$ cat src/design/tcrm_pkg.sv
// Shared constants, types and a helper function for the triple comb resonator mix block.
// Used by the controller, the datapath and the top level.
package tcrm_pkg;

	localparam int LINE_DEPTH  = 4096;
	localparam int LINE_W      = $clog2(LINE_DEPTH);
	localparam int COMB_COUNT  = 3;

	localparam int SAMPLE_W    = 16;
	localparam int DELAY_W     = 12;
	localparam int DECAY_W     = 16;
	localparam int MIX_W       = 17;
	localparam int CFG_IDX_W   = 3;
	localparam int CFG_DATA_W  = 17;

	localparam logic [DELAY_W-1:0] DELAY_RESET = DELAY_W'(100);
	localparam logic [MIX_W-1:0]   MIX_FULL    = MIX_W'(65536);

	// Rounded divide by three: floor((2s + 3) / 6) via reciprocal multiply.
	localparam int SUM_W       = 18;
	localparam int DIVN_W      = 20;
	localparam int RECIP_W     = 21;
	localparam int DIV_SHIFT   = 23;
	localparam int DIVP_W      = DIVN_W + RECIP_W;
	localparam int QUOT_W      = DIVP_W - DIV_SHIFT;
	localparam logic [RECIP_W-1:0] DIV_RECIP  = RECIP_W'(1398102);
	localparam logic signed [20:0] DIV_BIAS   = 21'sd786435;
	localparam logic [QUOT_W-1:0]  DIV_OFFSET = QUOT_W'(131072);

	localparam int SAT_W       = 20;

	localparam logic [CFG_IDX_W-1:0] CFG_ENABLE = 3'd0;
	localparam logic [CFG_IDX_W-1:0] CFG_DELAY0 = 3'd1;
	localparam logic [CFG_IDX_W-1:0] CFG_DELAY1 = 3'd2;
	localparam logic [CFG_IDX_W-1:0] CFG_DELAY2 = 3'd3;
	localparam logic [CFG_IDX_W-1:0] CFG_DECAY  = 3'd4;
	localparam logic [CFG_IDX_W-1:0] CFG_MIX    = 3'd5;

	typedef struct packed {
		logic              clear;
		logic [LINE_W-1:0] clr_addr;
		logic              accept;
		logic              mul;
		logic              acc;
		logic              div;
		logic              mix;
		logic              load;
	} ctrl_cmd_t;

	typedef struct packed {
		logic enable;
	} dp_status_t;

	function automatic logic signed [SAMPLE_W-1:0] sat16(input logic signed [SAT_W-1:0] v);
		logic signed [SAT_W-1:0] hi;
		logic signed [SAT_W-1:0] lo;
		hi = SAT_W'(32767);
		lo = -SAT_W'(32768);
		if (v > hi) begin
			return 16'sh7FFF;
		end else if (v < lo) begin
			return 16'sh8000;
		end
		return v[SAMPLE_W-1:0];
	endfunction

endpackage

$ cat src/design/tcrm_ctrl.sv
// Controller state machine: delay line clearing pass, item sequencing, output register handshake.
// Depends on tcrm_pkg.
module tcrm_ctrl import tcrm_pkg::*; (
	input  logic       clk,
	input  logic       arst_n,
	input  logic       in_valid,
	output logic       in_stall,
	output logic       out_valid,
	input  logic       out_stall,
	input  dp_status_t status,
	output ctrl_cmd_t  cmd
);

	localparam logic [2:0] ST_CLEAR = 3'd0;
	localparam logic [2:0] ST_IDLE  = 3'd1;
	localparam logic [2:0] ST_MUL   = 3'd2;
	localparam logic [2:0] ST_ACC   = 3'd3;
	localparam logic [2:0] ST_DIV   = 3'd4;
	localparam logic [2:0] ST_MIX   = 3'd5;
	localparam logic [2:0] ST_FIN   = 3'd6;

	localparam logic [LINE_W-1:0] CLR_LAST = LINE_W'(LINE_DEPTH - 1);

	logic [2:0]        state_q;
	logic [2:0]        state_d;
	logic [LINE_W-1:0] clr_q;
	logic              out_valid_q;
	logic              out_free;

	assign out_free  = !out_valid_q || !out_stall;
	assign in_stall  = (state_q != ST_IDLE);
	assign out_valid = out_valid_q;

	always_comb begin
		cmd          = '0;
		cmd.clr_addr = clr_q;
		state_d      = state_q;
		case (state_q)
			ST_CLEAR: begin
				cmd.clear = 1'b1;
				if (clr_q == CLR_LAST) begin
					state_d = ST_IDLE;
				end
			end
			ST_IDLE: begin
				if (in_valid) begin
					cmd.accept = 1'b1;
					state_d    = status.enable ? ST_MUL : ST_FIN;
				end
			end
			ST_MUL: begin
				cmd.mul = 1'b1;
				state_d = ST_ACC;
			end
			ST_ACC: begin
				cmd.acc = 1'b1;
				state_d = ST_DIV;
			end
			ST_DIV: begin
				cmd.div = 1'b1;
				state_d = ST_MIX;
			end
			ST_MIX: begin
				cmd.mix = 1'b1;
				state_d = ST_FIN;
			end
			ST_FIN: begin
				if (out_free) begin
					cmd.load = 1'b1;
					state_d  = ST_IDLE;
				end
			end
			default: begin
				state_d = ST_IDLE;
			end
		endcase
	end

	always_ff @(posedge clk or negedge arst_n) begin
		if (!arst_n) begin
			state_q     <= ST_CLEAR;
			clr_q       <= '0;
			out_valid_q <= 1'b0;
		end else begin
			state_q <= state_d;
			if (state_q == ST_CLEAR) begin
				clr_q <= clr_q + LINE_W'(1);
			end
			if (cmd.load) begin
				out_valid_q <= 1'b1;
			end else if (!out_stall) begin
				out_valid_q <= 1'b0;
			end
		end
	end

	assert property (@(posedge clk) disable iff (!arst_n)
		(state_q == ST_CLEAR) |-> !cmd.accept)
		else $error("transaction accepted during clearing pass");

	assert property (@(posedge clk) disable iff (!arst_n)
		(state_q == ST_CLEAR && clr_q == CLR_LAST) |=> (state_q == ST_IDLE))
		else $error("clearing pass did not finish");

	assert property (@(posedge clk) disable iff (!arst_n)
		(cmd.accept && status.enable) |=> (state_q == ST_MUL))
		else $error("enabled transaction skipped comb update");

	assert property (@(posedge clk) disable iff (!arst_n)
		cmd.load |-> !(out_valid_q && out_stall))
		else $error("output overwritten while stalled");

	assert property (@(posedge clk) disable iff (!arst_n)
		cmd.acc |=> (state_q == ST_DIV))
		else $error("delay line written more than once per transaction");

endmodule

$ cat config.mk
export PLATFORM = sky130hd
export DESIGN_NAME = tcrm_ctrl
export DESIGN_NICKNAME = d
export VERILOG_FILES = /design/src/design/tcrm_pkg.sv /design/src/design/tcrm_ctrl.sv
export SDC_FILE = /design/constraint.sdc
export NUM_CORES = 1
export LEC_CHECK = 0
export BUFFER_PORTS_ARGS = -buffer_cell sky130_fd_sc_hd__clkbuf_2
export CORE_ASPECT_RATIO = 0.8
export CORE_MARGIN = 2
export CORE_UTILIZATION = 44
export CTS_CLUSTER_SIZE = 28
export DETAILED_ROUTE_END_ITERATION = 10
export PLACE_DENSITY_LB_ADDON = 0.3
export SYNTH_ARGS = -nofsm -noshare
export SYNTH_HDL_FRONTEND = slang
export SYNTH_SLANG_ARGS = --single-unit
$ cat constraint.sdc
create_clock -name clk -period 1.1 [get_ports clk]
set_input_delay 0.11 -clock clk [delete_from_list [all_inputs] [get_ports clk]]
set_output_delay 0.11 -clock clk [all_outputs]
set_load 0.02 [all_outputs]
==> results of run 1 <==
==> through the flow <==
step / cell area, um2 / setup WS [ns] / setup TNS, ns / hold WS, ns
floorplan: 871 / -0.134 / -1.17 / -0.186
global placement: 1160 / -0.155 / -1.77 / 0.0521
detailed placement: 1160 / -0.226 / -2.92 / 0.0586
CTS: 1560 / -0.414 / -6.64 / 0.157
==> kinds of logic after synthesis <==
group	Yosys count	share of synthesized area (%)
simple gates	32	25.5
flops	16	49.2
xor+xnor	11	11.8
compound gates	8	6.61
buf+inv	6	3.99
mux	1	1.38
fa+ha+maj	1	1.54
==> cells in the mapped netlist, drive strengths merged, types with 2 or more instances <==
master | number | share of area (%)
a21oi | 2 | 1.2
and3 | 3 | 2.3
and4 | 3 | 3.2
buf | 3 | 2.6
dfrtp | 16 | 49
inv | 3 | 1.4
nand2 | 4 | 1.8
nand2b | 3 | 2.3
nand4 | 8 | 6.9
nor2 | 5 | 2.3
nor3 | 2 | 2.6
o21ai | 2 | 1.2
xnor2 | 10 | 11
==> repair_timing <==
action,in CTS
buffers inserted,16
pin swaps,19
endpoints found under the setup margin,28
endpoints found under the hold margin,16
resized for setup,48
hold buffers,1
==> qor.csv, run 1 <==
stage,metric,value,unit
status,status,aborted with a tool error,
status,lastStage,global routing (5_1_grt),
status,stop_error,"[ERROR DPL-0038] Utilization greater than 100%, impossible to legalize",
place,gp_congestion,0.854,
floorplanning,die_x,52.1,um
yosys,yosysUniqueCellTypes,29,
yosys,synth_ff_type,dfrtp_1,
yosys,synth-edff-count,0,
clock_tree,cts_buffers,3,
clock_tree,cts_root_buf,clkbuf_4,
floorplanning,initial_core_util,48.6,%
place,hpwl,1510,um
floorplanning,chipHeight,42.5,um
sta,worst_endpoint_kind,output port,
yosys,syn_inst,75,
clock_tree,h-tree-depth,1,
sta,worst_endpoint,cmd[0],
floorplanning,placementRows,13,
floorplanning,num_io_pins,26,
place,io_buffers,25,
clock_tree,cts.sink_count,16,
yosys,synth-seq-cells,16,
yosys,ys_warn_count,0,
yosys,synth_nets,81,
yosys,yosysSeqAreaShare,49.2,%
clock_tree,clock_tree.buffer_depth,2,
yosys,ys_async_sr_fraction,100,%
global_routing,grt_max_degree,17,
yosys,syn_avg_cell_area,10.9,um2
place,placed_cells,141,
yosys,syn_area,815,um2
==> run 2, diff against run 1 <==
- CORE_AREA: unset -> 2 2 63 65
- CORE_ASPECT_RATIO: 0.8 -> unset
- CORE_MARGIN: 2 -> unset
- CORE_UTILIZATION: 44 -> unset
- CTS_CLUSTER_SIZE: 28 -> unset
- DIE_AREA: unset -> 0 0 65 67
- PLACE_DENSITY_LB_ADDON: 0.3 -> 0.15
- clock period: 1.1 -> 1.43 ns (I/O delays scaled with it)
==> qor.csv, run 2 <==
stage,metric,value,unit,change
status,status,completed,,was aborted with a tool error
clock_tree,cts_tree,built,,
clock_tree,cts.sink_count,16,,unchanged
layout,antenna_cells,0,,
yosys,synth-edff-count,0,,unchanged
global_routing,grt_overflow,0,,
critical_path,end_kind,output port,,
clock_tree,cts_root_buf,clkbuf_8,,was clkbuf_4
yosys,ys_async_sr_fraction,100,%,unchanged
layout,finalInstanceArea,1230,um2,
power_and_ir_drop,power_density,2070,nW/um2,
yosys,synth_top_cells_by_area,"dfrtp_1 (49%), xnor2_1 (11%), nand4_1 (5.4%), and4_1 (3.2%), and3_1 (2.3%)",,unchanged
place,place_ws,0.0829,ns,was -0.226 ns
critical_path,worstPathRequired,1.29,ns,
yosys,ys_warn_count,0,,unchanged
power_and_ir_drop,internal_power,1.53,mW,
global_routing,grt_max_degree,17,,
clock_tree,clock_tree.buffer_depth,2,,unchanged
drt,wirelength,1970,um,
power_and_ir_drop,p_seq_share,29.7,%,
yosys,synth.top_cell.area_share,49.2,%,unchanged
yosys,syn_area,815,um2,unchanged
critical_path,slowest_delay,0.42,ns,
clock_tree,clock_latency,0.25,ns,
drt,routed_via_density,4.27,,
flow_run,max_cap_violations,0,,
yosys,synth_nets,81,,unchanged
place,placed_cells,149,,was 141
drt,first_pass_iters,5,,
floorplanning,coreArea,3610,um2,
layout,layout_common_cells,"clkbuf_2 (21), dfrtp_1 (13), buf_4 (13)",,
sta,fin_crit_sh,99.8,%,
yosys,synth-seq-cells,16,,unchanged
floorplanning,placementRows,22,,was 13
yosys,syn_inst,75,,unchanged
critical_path,r2r-start,state_q[0]$_DFFE_PN0P_,,
sta,timing.final.ws_setup,0.00318,ns,
critical_path,startpoint_type,flop,,
yosys,yosysUniqueCellTypes,29,,unchanged
layout,fin_cells,164,,
sta,hold_viol_final,0,,
floorplanning,initial_core_util,22.6,%,was 48.6%
drt,drt_iter0_drc,20,,
worst_hold_path,min-delay-start,out_stall,,
yosys,synth_top_area_cell,dfrtp_1,,unchanged
power_and_ir_drop,p_sw_share,39.9,%,
power_and_ir_drop,total_power,2.55,mW,
drt,wl_per_cell,12.0,um,
layout,regMostFlops,clr_q,,
global_routing,grt_pass1_wl,3210,um,
place,io_buffers,25,,unchanged
layout,nNetsFinal,123,,
sta,setup_viol,0,,
yosys,yosysSeqAreaShare,49.2,%,unchanged
critical_path,critPathArrivalTime,1.28,ns,
power_and_ir_drop,p_comb_share,54.6,%,
floorplanning,die_x,65,um,was 52.1 um
sta,relSlewSlack,73.5,%,
sta,skew,0.00412,ns,
critical_path,worst-path-max-fanout,3,,
clock_tree,cts_buffers,3,,unchanged
worst_hold_path,hold_path_class,input pin to flop,,
critical_path,cp-startpoint,state_q[0]$_DFFE_PN0P_,,
yosys,syn_avg_cell_area,10.9,um2,unchanged
sta,max_slew.worst_pin.slew,0.397,ns,
place,gp_congestion,0.796,,was 0.854
global_routing,antenna_found_initial,0,,
sta,fmax,701,MHz,
sta,finalCriticalPeriod,1.43,ns,
drt,dr_total_vias,701,,
yosys,ys_top_cells_by_count,"dfrtp_1 (16), xnor2_1 (10), nand4_1 (7)",,unchanged
yosys,synth_ff_type,dfrtp_1,,unchanged
power_and_ir_drop,p_sw,1.02,mW,
clock_tree,clk_pin_slew,0.06,ns,
power_and_ir_drop,vdd_ir_drop_max,449,uV,
clock_tree,h-tree-depth,1,,unchanged
critical_path,cp_slowest_cell,dfrtp_2,,
layout,area_growth,51.3,%,
yosys,synth_most_common_cell,dfrtp_1,,unchanged
power_and_ir_drop,leakagePower,0.605,nW,
global_routing,track_usage,9.95,%,
sta,rsz0062_at_grt,true,,
floorplanning,chipHeight,67,um,was 42.5 um
drt,drc,0,,
drt,drtAntennaViolNets,0,,
critical_path,crit_type,flop to output port,,
floorplanning,num_io_pins,26,,unchanged
sta,slew_violations,0,,
layout,largest_reg_flops,12,,
layout,drive_gt1_share,50.0,%,
global_routing,first_global_vias,687,,
critical_path,path_cells,nand2b_4 > or2_4 > a21oi_2 > buf_4,,
place,dpl_cell_area,1020,um2,was 1160 um2
layout,layout_commonest_cell,clkbuf_2,,
floorplanning,die-area,4360,um2,
power_and_ir_drop,clkPwrFrac,15.7,%,
==> run 2: what timing repair did <==
| item | 4_1_cts | 5_1_grt |
|---|---|---|
| hold buffers | 1 | 0 |
| hold endpoints to repair | 16 | 0 |
| gates resized for setup | 10 | 11 |
| buffers inserted | 8 | 2 |
| endpoints found under the setup margin | 5 | 15 |
| pin swaps | 2 | 5 |
==> run 2: layer usage <==
layer  part of all wire, %  up-vias  global-route usage, %
li1                      -      349                      -
met1                    44      341                   11.5
met2                    53        9                   17.1
met3                   2.2        2                   1.52
met4                   1.4        0                   6.38
met5                     0        -                      0
==> run 2: final cells by class <==
cell class / instances / area (um2)
fill: 367 / 2370
multi-input combinational: 53 / 424
sequential: 16 / 404
timing repair buffer: 40 / 278
tap: 48 / 60.1
clock buffer: 4 / 55.1
inverter: 3 / 11.3
==> run 2: critical path: cells and delay by family (launching register included) <==
| family | cells | cell delay [ns] |
|---|---|---|
| AOI/OAI and AO/OA | 1 | 0.10 |
| buffers and inverters | 1 | 0.15 |
| DFF | 1 | 0.42 |
| and+or+nand+nor | 2 | 0.37 |
==> run 2: power groups by stage <==
| stage | Combinational (mW) | Clock (mW) | Sequential (mW) |
|---|---|---|---|
| floorplan | 0.594 | 0 | 0.804 |
| global placement | 0.950 | 0 | 0.794 |
| detailed placement | 0.944 | 0 | 0.800 |
| CTS | 1.25 | 0.417 | 0.758 |
| global route | 1.51 | 0.440 | 0.778 |
| finish | 1.39 | 0.401 | 0.758 |
==> run 2: through the flow <==
stage	util (%)	TNS (ns)	hold WS [ns]
global placement	28.3	0	0.0967
global route	34.2	-0.346	0.218
detailed placement	28.3	0	0.0919
floorplan	-	0	-0.153
finish	34.2	0	0.208
CTS	32.8	-0.0566	0.180
==> run 2: kinds of logic after synthesis <==
| family | synth area share [%] |
|---|---|
| simple gates | 25.5 |
| compound gates | 6.61 |
| flops | 49.2 |
| buf+inv | 3.99 |
| fa+ha+maj | 1.54 |
| mux | 1.38 |
| xor+xnor | 11.8 |
==> run 2: worst paths after layout <==
path,to,slack (ns),cells past startpoint
worst max-delay path,cmd[0],0.003,4
worst min-delay path,out_valid$_DFFE_PN0P_,0.21,3
worst max register to register,clr_q[1]$_DFFE_PN0N_,0.01,5
worst min register to register,clr_q[10]$_DFFE_PN0N_,0.50,1
max in group asynchronous,state_q[2]$_DFFE_PN0P_,0.77,2
min in group asynchronous,clr_q[8]$_DFFE_PN0N_,0.35,2
(Power assumes the default switching activity.)
==> run 3, diff against run 2 <==
- REMOVE_ABC_BUFFERS: unset -> 1
==> qor.csv, run 3 (same netlist as run 2, synthesis figures left out) <==
stage,metric,value,unit,change
status,status,finished with violations,,was completed
status,violations,negative setup slack,,
sta,skew,0.00630,ns,was 0.00412 ns
drt,wl_per_cell,11.8,um,was 12.0 um
critical_path,crit_type,flop to output port,,unchanged
clock_tree,cts.sink_count,16,,unchanged
sta,fmax,695,MHz,was 701 MHz
critical_path,path_cells,nand2b_4 > or2_4 > a21oi_2 > buf_6,,was nand2b_4 > or2_4 > a21oi_2 > buf_4
place,gp_congestion,0.715,,was 0.796
layout,layout_commonest_cell,clkbuf_2,,unchanged
critical_path,rr_worst_depth,6,,was 5
layout,nFillCells,380,,was 367
layout,drive_gt1_share,48.7,%,was 50.0%
layout,antenna_cells,0,,unchanged
layout,seqCellArea,404,um2,unchanged
layout,layout_common_cells,"clkbuf_2 (18), buf_4 (14), dfrtp_1 (13)",,"was clkbuf_2 (21), dfrtp_1 (13), buf_4 (13)"
sta,slew_violations,0,,unchanged
worst_hold_path,min-delay-start,out_stall,,unchanged
place,hpwl,1370,um,
critical_path,reg2reg_to,clr_q[8]$_DFFE_PN0N_,,was clr_q[1]$_DFFE_PN0N_
global_routing,grt_overflow,0,,unchanged
sta,hold_viol_final,0,,unchanged
drt,first_pass_iters,4,,was 5
sta,fin_tns_setup,-0.00988,ns,was 0 ns
clock_tree,clock_latency,0.25,ns,about the same
floorplanning,coreArea,3610,um2,unchanged
floorplanning,num_io_pins,26,,unchanged
sta,relSlewSlack,72.0,%,was 73.5%
drt,dr_total_vias,704,,was 701
power_and_ir_drop,vdd_ir_drop_max,713,uV,was 449 uV
global_routing,track_usage,9.42,%,was 9.95%
power_and_ir_drop,leakagePower,0.608,nW,was 0.605 nW
layout,final_core_utilization,34.5,%,was 34.2%
sta,max_slew.worst_pin.slew,0.419,ns,was 0.397 ns
drt,drc,0,,unchanged
clock_tree,clk_pin_slew,0.06,ns,about the same
sta,timing.final.ws_setup,-0.00988,ns,was 0.00318 ns
worst_hold_path,hold_path_end,out_valid$_DFFE_PN0P_,,unchanged
global_routing,grt_pass1_wl,3060,um,was 3210 um
global_routing,antenna_found_initial,0,,unchanged
clock_tree,cts_tree,built,,unchanged
critical_path,critPathArrivalTime,1.30,ns,was 1.28 ns
drt,drt_iter0_drc,18,,was 20
sta,setup_viol,1,,was 0
clock_tree,h-tree-depth,1,,unchanged
worst_hold_path,hold_path_class,input pin to flop,,unchanged
layout,area_growth,52.5,%,was 51.3%
layout,multiInputGateArea,413,um2,was 424 um2
global_routing,first_global_vias,672,,was 687
floorplanning,initial_core_util,22.6,%,unchanged
layout,regMostFlops,clr_q,,unchanged
place,placed_cells,151,,was 149
floorplanning,die-area,4360,um2,unchanged
layout,fin_cells,165,,was 164
flow_run,max_cap_violations,0,,unchanged
critical_path,end_kind,output port,,unchanged
power_and_ir_drop,power_density,2060,nW/um2,was 2070 nW/um2
critical_path,worst-r2r-setup-slack,0.05,ns,was 0.01 ns
place,place_ws,0.122,ns,was 0.0829 ns
sta,finalCriticalPeriod,1.44,ns,was 1.43 ns
floorplanning,die_x,65,um,unchanged
critical_path,worstPathRequired,1.29,ns,about the same
clock_tree,clock_tree.buffer_depth,2,,unchanged
clock_tree,cts_buffers,3,,unchanged
critical_path,slowest_delay,0.43,ns,was 0.42 ns
critical_path,worst-path-max-fanout,4,,was 3
critical_path,cp_slowest_cell,dfrtp_2,,unchanged
drt,routed_via_density,4.27,,about the same
floorplanning,chipHeight,67,um,unchanged
floorplanning,placementRows,22,,unchanged
sta,rsz0062_at_grt,true,,unchanged
worst_hold_path,hold_depth,3,,unchanged
critical_path,r2r-start,state_q[2]$_DFFE_PN0P_,,was state_q[0]$_DFFE_PN0P_
power_and_ir_drop,total_power,2.56,mW,was 2.55 mW
sta,fin_crit_sh,101,%,was 99.8%
layout,nNetsFinal,125,,was 123
clock_tree,cts_root_buf,clkbuf_8,,unchanged
drt,wirelength,1940,um,was 1970 um
place,io_buffers,25,,unchanged
drt,drtAntennaViolNets,0,,unchanged
layout,largest_reg_flops,12,,unchanged
critical_path,startpoint_type,flop,,unchanged
global_routing,grt_max_degree,17,,unchanged
==> run 3: cell count changes in the layout (fill, tap and decap cells not counted), sizes merged <==
cell and change:
clkbuf -5, buf +6
==> run 3: repair_timing <==
action	4_1_cts	5_1_grt
endpoints found under the setup margin	6	12
endpoints found under the hold margin	16	0
setup buffers	6	4
resized for setup	8	21
pin swaps	1	5
hold buffers	1	0
==> run 3: final cells by class <==
type	instances	share of cell area [%]
clock buffer	3	3.32
tap	48	4.83
sequential	16	32.5
multi-input combinational	53	33.2
timing repair buffer	42	25.0
inverter	3	1.11
==> run 3: worst max-delay path: cells and delay by family, from the launching register on <==
family,cells,cell delay [ns]
AO/OA/AOI/OAI,1,0.12
flip-flops,1,0.43
buffers and inverters,1,0.13
AND/OR/NAND/NOR,2,0.38
==> run 3: per-layer routing <==
metal / vias up / global-route usage [%] / wire length, um / share of wire (%)
met2: 17 / 14.4 / 931 / 48
met3: 2 / 3.21 / 82 / 4.2
met4: 0 / 3.99 / 27 / 1.4
li1: 350 / - / - / -
met1: 335 / 12.0 / 899 / 46
met5: - / 0 / 0 / 0
==> run 3: report_power, final <==
group	switching [mW]	internal, mW
logic	0.698	0.768
registers	0.165	0.587
clock network	0.151	0.187
total	1.01	1.54
==> run 3: worst max path at each step <==
| stage | from | endpoint | slack (ns) | cells past startpoint |
|---|---|---|---|---|
| after floorplan | state_q[1]$_DFFE_PN0P_ | clr_q[1]$_DFFE_PN0N_ | -0.03 | 2 |
| after global placement | state_q[1]$_DFFE_PN0P_ | clr_q[1]$_DFFE_PN0N_ | 0.14 | 3 |
| after detailed placement | state_q[2]$_DFFE_PN0P_ | cmd[0] | 0.12 | 4 |
| after CTS | state_q[0]$_DFFE_PN0P_ | cmd[0] | -0.08 | 4 |
| after global routing | state_q[0]$_DFFE_PN0P_ | cmd[0] | -0.06 | 4 |
| final | state_q[0]$_DFFE_PN0P_ | cmd[0] | -0.01 | 4 |
==> run 3: per-stage QoR <==
step	hold WS [ns]	area (um2)
after CTS	0.186	1160
after global routing	0.222	1240
after global placement	0.0951	1040
final	0.205	1240
after detailed placement	0.106	1040
after floorplan	-0.153	793
